**config.mk**
```make
export PLATFORM = sky130hd
export DESIGN_NAME = lsch_divider
export DESIGN_NICKNAME = d
export VERILOG_FILES = /design/src/lsch_pkg.sv /design/src/lsch_divider.sv
export SDC_FILE = /design/constraint.sdc
export NUM_CORES = 1
export LEC_CHECK = 0
export BUFFER_PORTS_ARGS = -buffer_cell sky130_fd_sc_hd__buf_2
export CAP_MARGIN = 30
export CORE_MARGIN = 2
export CORE_UTILIZATION = 40
export DETAILED_ROUTE_END_ITERATION = 8
export SETUP_SLACK_MARGIN = 0.05
export SYNTH_ARGS = -nofsm -noshare
export SYNTH_HDL_FRONTEND = slang
export SYNTH_SLANG_ARGS = --single-unit
```
**constraint.sdc**
```tcl
create_clock -name clk -period 3.3 [get_ports clk]
set_input_delay 0.33 -clock clk [delete_from_list [all_inputs] [get_ports clk]]
set_output_delay 0.33 -clock clk [all_outputs]
set_load 0.01 [all_outputs]
```
**src/lsch_pkg.sv**
```systemverilog
// Shared types and constants of the lottery scheduler.
package lsch_pkg;

  localparam int PID_W       = 6;
  localparam int TICKET_IN_W = 16;
  localparam int RNG_W       = 32;

  localparam logic [RNG_W-1:0] LCG_MUL      = 32'd1103515245;
  localparam logic [RNG_W-1:0] LCG_ADD      = 32'd12345;
  localparam logic [RNG_W-1:0] DEFAULT_SEED = 32'd42;

  localparam logic CMD_ENQ  = 1'b0;
  localparam logic CMD_PICK = 1'b1;

  typedef enum logic [1:0] {
    STATUS_ENQ  = 2'd0,
    STATUS_DROP = 2'd1,
    STATUS_PICK = 2'd2,
    STATUS_NONE = 2'd3
  } status_t;

  typedef struct packed {
    logic enq;
    logic sum;
    logic cmp;
    logic find;
    logic remove;
  } cell_ctl_t;

endpackage

```
**src/lsch_divider.sv**
```systemverilog
// Restoring radix-2 remainder unit: 32-bit dividend modulo the ticket total.
module lsch_divider #(
  parameter int SUM_W = 22
) (
  input  logic                        clk,
  input  logic                        rst_n,
  input  logic                        start,
  input  logic [lsch_pkg::RNG_W-1:0]  dividend,
  input  logic [SUM_W-1:0]            divisor,
  output logic                        done,
  output logic [SUM_W-1:0]            rem
);

  localparam int CNT_W = $clog2(lsch_pkg::RNG_W);
  localparam logic [CNT_W-1:0] LAST_STEP = CNT_W'(lsch_pkg::RNG_W - 1);

  logic                       busy_r;
  logic                       done_r;
  logic [CNT_W-1:0]           cnt_r;
  logic [lsch_pkg::RNG_W-1:0] dvd_r;
  logic [SUM_W-1:0]           rem_r;

  logic [SUM_W:0] trial;
  logic [SUM_W:0] diff;
  logic [SUM_W-1:0] rem_step;

  always_comb begin
    trial = {rem_r, dvd_r[lsch_pkg::RNG_W-1]};
    diff  = trial - {1'b0, divisor};
    if (trial >= {1'b0, divisor}) begin
      rem_step = diff[SUM_W-1:0];
    end else begin
      rem_step = trial[SUM_W-1:0];
    end
  end

  always_ff @(posedge clk) begin
    if (!rst_n) begin
      busy_r <= 1'b0;
      done_r <= 1'b0;
      cnt_r  <= '0;
    end else begin
      done_r <= busy_r && !start && (cnt_r == LAST_STEP);
      if (start) begin
        busy_r <= 1'b1;
        cnt_r  <= '0;
      end else if (busy_r) begin
        cnt_r <= cnt_r + 1'b1;
        if (cnt_r == LAST_STEP) begin
          busy_r <= 1'b0;
        end
      end
    end
  end

  always_ff @(posedge clk) begin
    if (start) begin
      dvd_r <= dividend;
      rem_r <= '0;
    end else if (busy_r) begin
      dvd_r <= {dvd_r[lsch_pkg::RNG_W-2:0], 1'b0};
      rem_r <= rem_step;
    end
  end

  assign done = done_r;
  assign rem  = rem_r;

endmodule

```
# == Yosys cells after proc, flatten, opt, wreduce, memory -nomap -nowiden ==
# Index checks and enable logic that the tools add are counted.
# word_totals
reg_bits,61
elab_cells,21
out_inout_bits,23
inputBits,57
# op_classes
add_sub_neg,2
magnitude_cmp,1
n_eq_ne,1
n_mux,6
bitwise_logic,1
reduce_logical,5
# ops
op,count
$mux 32,2
$ge 23x22->1,1
$mux 22,1
$sub 22x22->22,1
$add 5x1->5 const B,1
$eq 5x5->1 const B,1
$mux 1,3
$logic_and 1x1->1,2
$reduce_bool 2->1,1
$reduce_or 2->1,1
$logic_not 1->1,1
$not 1->1,1

# == Logic depth before layout (Yosys ltp) ==
# depth
depth_word,4
mapped_depth,12
ltp_nobuf,10

# == Worst setup path before layout ==
# Ideal clock, no wire load.
# synth_path
kind,register -> register
startpoint,reg dvd_r[31] (netlist name)
endpoint,reg rem_r[20] (netlist: rem[20])
t_required_ps,3163
setup_slack_ps,831
setup_time_ps,137
synth_period_minus_slack_ps,2469
n_path_buf,0
arrival_ps,2332
path_stages_with_launch,11
path_cell_list,edfxtp_1 inv_1 ha_1 fa_1 nor2b_4 o31a_1 o2111a_2 or4b_4 a31oi_4 xor2_1 a31oi_1
# synth_via
elab_chain_len,2
word_cells_on_any_way,3
cone_classes,add/sub: 1; order compare: 1; mux: 1
# synth_rtl
item,line_no,text
from (decl),lsch_divider.sv:20,logic [lsch_pkg::RNG_W-1:0] dvd_r;
from (signal assigned),lsch_divider.sv:58,dvd_r <= dividend;
from (signal assigned),lsch_divider.sv:61,"dvd_r <= {dvd_r[lsch_pkg::RNG_W-2:0], 1'b0};"
$sub 22x22->22 or $ge 23x22->1 (tied branches),"lsch_divider.sv:29, lsch_divider.sv:30",
$mux 22 (*),lsch_divider.sv:30,"if (trial >= {1'b0, divisor}) begin"
to (signal assigned),lsch_divider.sv:62,rem_r <= rem_step;
to (decl),lsch_divider.sv:21,logic [SUM_W-1:0] rem_r;
# Every way passes the cells marked *; elsewhere a longest branch is shown, timed or not.
# A chain may end at the register's enable or synchronous reset.

# == Final worst setup path ==
# layout_path
startpoint,reg rem_r[18] (netlist: rem[18])
endpoint,reg rem_r[11] (netlist: rem[11])
# layout_via
elab_chain_len,2
# layout_rtl
item,line_no
$ge 23x22->1,lsch_divider.sv:30
$mux 22,lsch_divider.sv:30
# Every way passes these cells.

==> summary.md <==
| Metric | Value |
|---|---|
| Post-CTS sizing | 0 |
| Dpl cell area | 4410 um2 |
| Compound-Gate Fraction of Synth Area | 17.8% |
| DIE WIDTH | 103 um |
| Synth Cell Area | 3900 um2 |
| Minimum clock period | 2.93 ns |
| Layout cells sized above 1 | 30.0% |
| # hold bufs at CTS | 0 |
| Netlist cell types | 66 |
| Fmax | 341 MHz |
| First-pass GRT wire length | 15500 um |
| Most used cell, CP | nand2_1 |
| N_diodes | 0 |
| Ys Warns | 0 |
| Yosys top cell area share | 24.6% |
| Critical path peak fanout | 19 |
| Top FF cell, synth | edfxtp_1 |
| Clock root cell | clkbuf_8 |
| Initial DRC Count | 171 |
| Final Skew | 0.0118 ns |
| Total number of vias | 3221 |
| Port bufs | 79 |
| Simple-Gate Fraction of Synth Area | 15.4% |
| Final period utilization | 88.8% |
| Most frequent cells after synthesis | nand2_1, edfxtp_1, mux2_2 |
| GRT overflow | 0 |
| Crit path arrival time | 3.18 ns |
| CTS Buf Count | 9 |
| # clock sinks | 61 |
| Design Area, Final | 4580 um2 |
| Status | finished, final reports clean |
| NumNets Final | 553 |
| Fin. Hold Viols | 0 |
| Most area-hungry cell type in the Yosys netlist | edfxtp_1 |
| Pins Over Slew Limit | 0 |
| Die area | 10600 um2 |
| Post-route DRC violation count | 0 |
| RSZ-0062 raised after global routing | false |
| Seq cells post-synth | 61 |
| Synth area leaders | edfxtp_1, dfxtp_1, mux2_2 |
| Number of synthesized flops with an enable pin | 32 |
| Post-synthesis mux area share | 10.5% |
| Static leakage power | 1.99 nW |
| Synthesized instance count | 394 |
| Share of the yosys chip area belonging to registers | 39.5% |
| Net Count, Synth | 476 |
| WP data required | 3.55 ns |
| Detail Route Antenna Nets | 0 |
| Worst path max stage delay | 0.74 ns |
| Post-DP HPWL | 6900 um |
| P&R area growth vs syn | 17.4% |
| Post-Synth Adder-Cell Area | 8.21% |
| Setup Buffers After CTS | 0 |
| Least-Margin Pin Slew | 0.777 ns |
| 1st-pass router iterations | 4 |
| CP endpoint kind | flip-flop |
| Delay-heaviest family, CP | compound AO/OA/AOI/OAI gates |
| Routed WL | 9400 um |
| Core ar. | 9640 um2 |
| Longest Clk Path Bufs | 2 |
| Vias in the first global route | 3148 |
| Hold slack final | 0.255 ns |
| Post-synth ARST share | 0% |
| Vias/cell | 5.29 |
| CTS tree | yes |
| Largest net degree at the start of global routing | 43 |
| GPL Wtd Cong | 0.953 |
| Max_cap viols | 0 |
| Count leader, synth | nand2_1 |
| WS Path Type | flip-flop to flip-flop |
| Clk slew on worst S/H paths | 0.07 ns |
| Setup_tns | 0 ns |
| Worst-Skew Late Latency | 0.35 ns |
| Core Rows | 36 |
| Max VDD drop | 0.160 mV |
| Chip height | 103 um |
| Main combinational cell family by area after synthesis | compound AO/OA/AOI/OAI gates |
| Mean Syn Cell Area | 9.90 um2 |
| CP max-delay cell | and2_1 |
| Initial antenna violation count | 0 |
| Initial Util | 40.5% |
| I/O pin cnt | 80 |
| Total GRT Usage | 18.9% |
| Post-Synth XOR/XNOR Area | 3.59% |
| Worst rel slew slack | 47.8% |
| Buf/Inv on CP | 0 |
| HP Class | input pin to flip-flop |
| Setup-failing EPs final | 0 |
| Cell Pwr Density | 430 nW/um2 |
| Crit path launch type | flip-flop |
| H-tree depth | 3 |
| Post-DR wirelength/cell | 15.4 um |
| CP cell instances | ha_1, nand2_1, a21boi_0, o31ai_1, and2_1, nand2_1, a311oi_1 |
-- area by class of cell --
cell class / instances / area, um2
clock buffers: 10 / 138
clock inverters: 6 / 38.8
fillers: 988 / 5060
inverters: 30 / 113
multi-input cells: 287 / 2170
flip-flops and latches: 61 / 1540
well taps: 133 / 166
repair buffers: 82 / 418
-- power by group --
group | total [mW] | switching, mW | internal, mW | leakage [nW]
logic | 0.455 | 0.250 | 0.205 | 1.35
registers | 0.905 | 0.0340 | 0.871 | 0.560
clock network | 0.609 | 0.319 | 0.290 | 0.0880
total | 1.97 | 0.603 | 1.37 | 1.99
-- stage by stage --
stage	util, %	total power [mW]	cells	setup WS, ns
3_5_place_dp	45.7	1.38	593	0.269
2_1_floorplan	-	1.25	394	0.831
6_report	47.5	1.97	609	0.369
3_3_place_gp	45.7	1.36	593	0.422
5_1_grt	47.5	2.09	609	0.0527
4_1_cts	47.5	1.99	609	0.361
-- cells in the final DEF (no fill, tap or decap), types with 11 or more instances in the layout --
cell type | synthesis | final
dfxtp_1 | 29 | 29
a311oi_1 | 11 | 11
nor2_1 | 30 | 30
buf_2 | 2 | 79
edfxtp_1 | 32 | 32
mux2_2 | 31 | 31
nand2_1 | 37 | 37
ha_1 | 24 | 24
inv_1 | 30 | 30
o21ai_0 | 13 | 13
a21oi_1 | 19 | 19
-- worst reg2reg max path, stage by stage (launching register included) --
cell	delay, ns
dfxtp_1	0.40
ha_1	0.33
nand2_1	0.18
a21boi_0	0.11
o31ai_1	0.65
and2_1	0.75
nand2_1	0.12
a311oi_1	0.30
-- kinds of logic after synthesis --
| kind of cell | after synthesis |
|---|---|
| simple gates | 114 |
| compound gates | 95 |
| flops | 61 |
| mux | 37 |
| fa+ha+maj | 25 |
| buf+inv | 46 |
| xor+xnor | 16 |
-- flip-flops by register name, indices dropped and copies added (netlist names) --
name,count
busy_r,1
rem,22
cnt_r,5
dvd_r,32
done,1
-- per-layer routing --
layer  up-vias  GRT usage [%]  share of wire [%]
met2        67           30.4                 48
met3        12           4.07                3.8
li1       1602              -                  -
met1      1540           25.4                 47
met4         0           6.17                1.5
met5         -              0                  0
-- worst paths after layout --
check / from / to / slack [ns] / cells past startpoint
worst max-delay path: rem[18] / rem[11] / 0.37 / 7
worst min-delay path: rst_n / busy_r / 0.26 / 2
worst max register to register: rem[18] / rem[11] / 0.37 / 7
worst min register to register: rem[7] / rem[7] / 0.51 / 2
(Power assumes the default switching activity.)
