## config.mk

```make
export PLATFORM = sky130hd
export DESIGN_NAME = lsch_cell
export DESIGN_NICKNAME = d
export VERILOG_FILES = /design/src/lsch_pkg.sv /design/src/lsch_cell.sv
export SDC_FILE = /design/constraint.sdc
export NUM_CORES = 1
export LEC_CHECK = 0
export ABC_AREA = 0
export BUFFER_PORTS_ARGS = -buffer_cell sky130_fd_sc_hd__buf_2
export CAP_MARGIN = 20
export CORE_ASPECT_RATIO = 1.4
export CORE_UTILIZATION = 50
export DETAILED_ROUTE_END_ITERATION = 8
export GPL_TIMING_DRIVEN = 0
export HOLD_SLACK_MARGIN = 0.03
export PLACE_DENSITY_LB_ADDON = 0.1
export SLEW_MARGIN = 5
export SYNTH_ARGS = -nofsm -noshare
export SYNTH_HDL_FRONTEND = slang
export SYNTH_SLANG_ARGS = --single-unit
```

## constraint.sdc

```tcl
create_clock -name clk -period 5.52 [get_ports clk]
set_clock_uncertainty 0.05 [all_clocks]
set_input_delay 0.828 -clock clk [delete_from_list [all_inputs] [get_ports clk]]
set_output_delay 0.828 -clock clk [all_outputs]
set_load 0.005 [all_outputs]
```

## src/lsch_pkg.sv

```systemverilog
// Shared types and constants of the lottery scheduler.
package lsch_pkg;

  localparam int PID_W       = 6;
  localparam int TICKET_IN_W = 16;
  localparam int RNG_W       = 32;

  localparam logic [RNG_W-1:0] LCG_MUL      = 32'd1103515245;
  localparam logic [RNG_W-1:0] LCG_ADD      = 32'd12345;
  localparam logic [RNG_W-1:0] DEFAULT_SEED = 32'd42;

  localparam logic CMD_ENQ  = 1'b0;
  localparam logic CMD_PICK = 1'b1;

  typedef enum logic [1:0] {
    STATUS_ENQ  = 2'd0,
    STATUS_DROP = 2'd1,
    STATUS_PICK = 2'd2,
    STATUS_NONE = 2'd3
  } status_t;

  typedef struct packed {
    logic enq;
    logic sum;
    logic cmp;
    logic find;
    logic remove;
  } cell_ctl_t;

endpackage

```

## src/lsch_cell.sv

```systemverilog
// One queue slot: pid, tickets, prefix sum, hit flag and pid forward chain.
module lsch_cell #(
  parameter int TICKET_BITS = 16,
  parameter int SUM_W       = 22
) (
  input  logic                        clk,
  input  logic                        rst_n,
  input  lsch_pkg::cell_ctl_t         ctl,
  input  logic [lsch_pkg::PID_W-1:0]  in_pid,
  input  logic [TICKET_BITS-1:0]      in_tk,
  input  logic [SUM_W-1:0]            target,
  input  logic                        prv_valid,
  input  logic [SUM_W-1:0]            prv_psum,
  input  logic                        prv_hit,
  input  logic [lsch_pkg::PID_W-1:0]  prv_fwd,
  input  logic                        nxt_valid,
  input  logic [lsch_pkg::PID_W-1:0]  nxt_pid,
  input  logic [TICKET_BITS-1:0]      nxt_tk,
  output logic                        valid,
  output logic [lsch_pkg::PID_W-1:0]  pid,
  output logic [TICKET_BITS-1:0]      tk,
  output logic [SUM_W-1:0]            psum,
  output logic                        hit,
  output logic [lsch_pkg::PID_W-1:0]  fwd
);

  logic                       valid_r;
  logic [lsch_pkg::PID_W-1:0] pid_r;
  logic [TICKET_BITS-1:0]     tk_r;
  logic [SUM_W-1:0]           psum_r;
  logic                       hit_r;
  logic [lsch_pkg::PID_W-1:0] fwd_r;

  logic take_slot;
  logic shift_in;

  assign take_slot = ctl.enq && !valid_r && prv_valid;
  assign shift_in  = ctl.remove && hit_r;

  always_ff @(posedge clk) begin
    if (!rst_n) begin
      valid_r <= 1'b0;
    end else if (shift_in) begin
      valid_r <= nxt_valid;
    end else if (take_slot) begin
      valid_r <= 1'b1;
    end
  end

  always_ff @(posedge clk) begin
    if (shift_in) begin
      pid_r <= nxt_pid;
      tk_r  <= nxt_tk;
    end else if (take_slot) begin
      pid_r <= in_pid;
      tk_r  <= in_tk;
    end else if (ctl.enq && valid_r && (pid_r == in_pid)) begin
      tk_r <= in_tk;
    end
    if (ctl.sum) begin
      psum_r <= prv_psum + (valid_r ? SUM_W'(tk_r) : '0);
    end
    if (ctl.cmp) begin
      hit_r <= (psum_r > target);
    end
    if (ctl.find) begin
      fwd_r <= (hit_r && !prv_hit) ? pid_r : prv_fwd;
    end
  end

  assign valid = valid_r;
  assign pid   = pid_r;
  assign tk    = tk_r;
  assign psum  = psum_r;
  assign hit   = hit_r;
  assign fwd   = fwd_r;

endmodule

```

* Word-level counts from Yosys, hierarchy flattened
Index checks and enable logic that the tools add are counted.
Operators by class: order comparisons 1, reductions and logical operators 10, equality and inequality tests 1, mux-type cells 9, add/subtract/negate cells 1
Operators by type and width (count):
- 16-bit two-way mux | 4
- 22-bit by 16-bit adder with 22-bit output | 1
- 22-bit greater-than comparator | 1
- 6-bit two-way mux | 3
- 6-bit == test | 1
- 1-bit logical AND | 6
- 3-bit nonzero test | 1
- 1-bit logical NOT | 2
- 1-bit two-way mux | 2
- 2-bit nonzero test | 1
Storage, ports and cells: word-level logic and storage cells 28, output and inout port bits 52, input port bits 104, bits in registers 52

* Logic depth before layout (Yosys ltp)
depth in word-level cells 5, gate-level depth with buffers 11, gate-level depth less buffers 10

* Worst setup path before layout
OpenSTA, ideal clock, no wires.
path type input to register, start input prv_psum[0], end register psum_r[18] (netlist: psum[18]) (data pin), data required time 5.214 ns, slack 2.997 ns, setup time 0.256 ns, arrival time 2.217 ns, path buffers 0, cell stages on the path 9, path through ha_1 -> inv_1 -> fa_1 -> nor2b_4 -> o31ai_4 -> o21ai_2 -> or2_4 -> a32o_2 -> xor2_1
On the way: longest elaborated chain between the ends 1
Ends and longest elaborated chain:
- start, declared | line lsch_cell.sv:13 | input logic [SUM_W-1:0] prv_psum,
- 22-bit by 16-bit adder with 22-bit output | line lsch_cell.sv:61 | psum_r <= prv_psum + (valid_r ? SUM_W'(tk_r) : '0);
- end signal, assigned | line lsch_cell.sv:61
- end, declared | line lsch_cell.sv:30 | logic [SUM_W-1:0] psum_r;
No other way between the ends. A chain may end at the register's enable or synchronous reset.

* Worst setup path in the final report
start register valid_r (netlist: valid), end register psum_r[14] (netlist: psum[14]) (data pin)
On the way: longest elaborated chain between the ends 2
Ends and longest elaborated chain:
- start, declared | line lsch_cell.sv:27 | logic valid_r;
- start signal, assigned | line lsch_cell.sv:44 | valid_r <= nxt_valid;
- 16-bit two-way mux | line lsch_cell.sv:61
- 22-bit by 16-bit adder with 22-bit output | line lsch_cell.sv:61
No other way between the ends.

==> key figures <==
STA
  – Final setup fails: 0
  – Tcrit/Tclk final: between 50% and 60%
  – Worst hold slack: 0.5885 ns
  – RSZ-0062 raised after global routing: no
  – Post-layout min period: approximately 2.9 ns
  – Setup TNS: 0 ns
  – Slew Limit Fails: 0
  – Final hold violation count: 0
  – Fmax: approximately 350 MHz
  – Max_slew headroom: between 50% and 60%
  – Worst slew pin tran: ~0.66 ns

Clock tree
  – Clk root buf: clkbuf_8
  – CTS tree: yes
  – Number of setup buffers added after CTS: 0
  – CTS sink cnt: 52
  – # resized after CTS: 0
  – CTS Hold Bufs: 0
  – Worst-path clk slew: ~0.090 ns
  – H-Tree Depth: 2
  – CTS buffer count: 5
  – Clock buffer depth: 2
  – Worst-Skew Late Latency: ~0.31 ns

Power
  – Maximum vdd drop: ~0.18 mV
  – Switch share: a little over a quarter
  – Pleak: 0.002263 uW
  – Psw: 282.6 uW
  – Power Total: 1050 uW
  – Combinational power share: around 28%
  – Flop pwr share: 48.3%
  – Int Pwr: approximately 770 uW
  – Clock share of power: about a quarter
  – Power Dens Cells: roughly 230 mW/mm^2

Setup path
  – Required @ worst endpoint: 5.52 ns
  – Arr. time, crit path: around 2.9 ns
  – Critical Path, Cell by Cell: clkbuf_1, and2_1, ha_1, inv_1, fa_1, nor2b_4, o31ai_4, o21ai_2, nor2_1, o21ai_0, xor2_1
  – Worst path top cell family by delay: adder cells
  – Worst setup EP type: register
  – Flop-to-flop setup slack: approximately 2.6 ns
  – Type of the worst setup path: reg2reg
  – Slowest cell delay on critical path: 0.51 ns
  – CP max FO: 11
  – Max stage delay cell, worst path: dfxtp_1
  – Setup crit start kind: register
  – Critical path buffer and inverter count: 2

Synthesis
  – Mapped Area: 0.003633 mm^2
  – Synthesis Warnings: 0
  – Post-synthesis sequential area ratio: roughly 43%
  – Synth Instances: roughly 320
  – Yosys reg bits: 52
  – Post-synth top area share: a little over two fifths
  – Yosys cell types: 49
  – Yosys top cell by area: edfxtp_1
  – Syn Area/Cell: between 10 and 15 um^2
  – Top post-synthesis cells by area: edfxtp_1 (42%), ha_1 (13%), mux2_2 (8.7%)
  – Post-synth EDFFs: 51
  – Async SR Flop Fraction: 0%
  – Syn Nets: approximately 470
  – Top FF cell, synth: edfxtp_1

Cells and area
  – Area occupied by multi-input gates: between 0.0015 and 0.002 mm^2
  – Storage cell area: about 0.0016 mm^2
  – Fin util: around two thirds
  – # diodes: 0
  – Nets@finish: roughly 630
  – Layout area overhead: 27.72%
  – Share of cells above drive strength 1: 42.71%
  – # fillers: 573

Flow run
  – Max-cap violations: 0

Floorplanning
  – Die W: 74.05 um
  – Die Height: 102.9 um
  – Core Area: 0.006982 mm^2
  – Initial Util: 52.04%
  – # IOs: between 150 and 200
  – Die outline area: approximately 0.0076 mm^2
  – Rows: 36

Route
  – Antenna viol nets, final: 0
  – 1st-pass router iterations: 6
  – DRC violations left: 0
  – Via count: around 3000
  – Detailed Route WL: 7852 um
  – Initial DRC count: 58
  – Routed vias/inst: slightly above 5
  – DR WL/cell: around 13 um

Global route
  – Global-route usage over all layers: a little over a fifth
  – GR Overflow Total: 0
  – Global-route wire length before repair: around 12000 um
  – Largest net degree at the start of global routing: 23
  – Vias in the first global route: slightly below 3000
  – Initial antenna violation count: 0

Run status
  – Outcome: finished, final reports clean

Place
  – Hpwl dp: around 6700 um
  – Routability cong.: approximately 0.83
  – PortBufs: about 160

Worst hold path
  – Hold Crit Class: reg2reg
-- state kept, by name (all words and copies together), names as in the netlist --
register,flops
fwd,6
hit,1
pid,6
psum,22
tk,16
valid,1
-- power groups by stage --
stage | sequential [uW] | combinational [uW] | clock (uW)
CTS | 508 | 291 | 258
finish | 507 | 288 | 254
floorplan | 518 | 169 | 0
global placement | 515 | 280 | 0
detailed placement | 517 | 289 | 0
global route | 513 | 325 | 271
-- metrics by stage --
| step | cell area, um^2 | cells | worst slack, ns |
|---|---|---|---|
| finish | 4641 | 582 | 2.648 |
| global placement | 4528 | 573 | 2.664 |
| global route | 4641 | 582 | 2.387 |
| CTS | 4636 | 581 | 2.616 |
| detailed placement | 4528 | 573 | 2.612 |
| floorplan | 3633 | 323 | 2.997 |
-- cell usage in the layout, fill, tap and decap left out, types with 12 or more instances in the layout --
cell	n
a21o_1	17
a21oi_1	20
and2_1	16
buf_2	156
edfxtp_1	51
ha_1	38
inv_1	27
mux2_2	28
nand2_1	13
nor2_1	12
xor2_1	12
-- area by class of cell --
type | count | area share [%]
flip-flops and latches | 52 | 33.43
clock buffers | 6 | 1.564
well taps | 95 | 2.561
repair buffers | 156 | 16.82
multi-input cells | 238 | 41.95
plain buffers | 6 | 0.7280
inverters | 27 | 2.184
clock inverters | 2 | 0.7549
-- path summary, 6_finish.rpt --
check / start / to / depth (start not counted)
hold reg to reg: pid[1] / fwd[1] / 1
setup / recovery: valid / psum[14] / 11
hold / removal: pid[1] / fwd[1] / 1
setup reg to reg: valid / psum[14] / 11
-- per-layer routing --
| layer | GRT usage, % | part of all wire [%] |
|---|---|---|
| met5 | 0 | 0 |
| met4 | 6.361 | 1.5 |
| met3 | 5.670 | 6.3 |
| met2 | 42.66 | 55 |
| met1 | 20.76 | 37 |
-- cell families (layout without fill, tap and decap cells) --
group           count (synthesis)  in the layout  synth area share, %
simple gates                   75             75                11.54
compound gates                 74             74                14.43
flops                          52             52                42.70
fa+ha+maj                      39             39                13.64
buf+inv                        33            197                3.719
mux                            28             28                8.678
xor+xnor                       22             22                5.303
-- synth_stat cells, types with 5 or more instances --
master and n:
xnor2_1 10, nor3_1 5, nor2_1 12, inv_1 27, a21oi_1 20, edfxtp_1 51, nand3_1 10, and2_1 16
nor2b_1 5, ha_1 38, xor2_1 12, mux2_2 28, o21ai_0 9, a21o_1 17, nand2_1 13
Note: power is estimated with default switching activity, not from simulation.
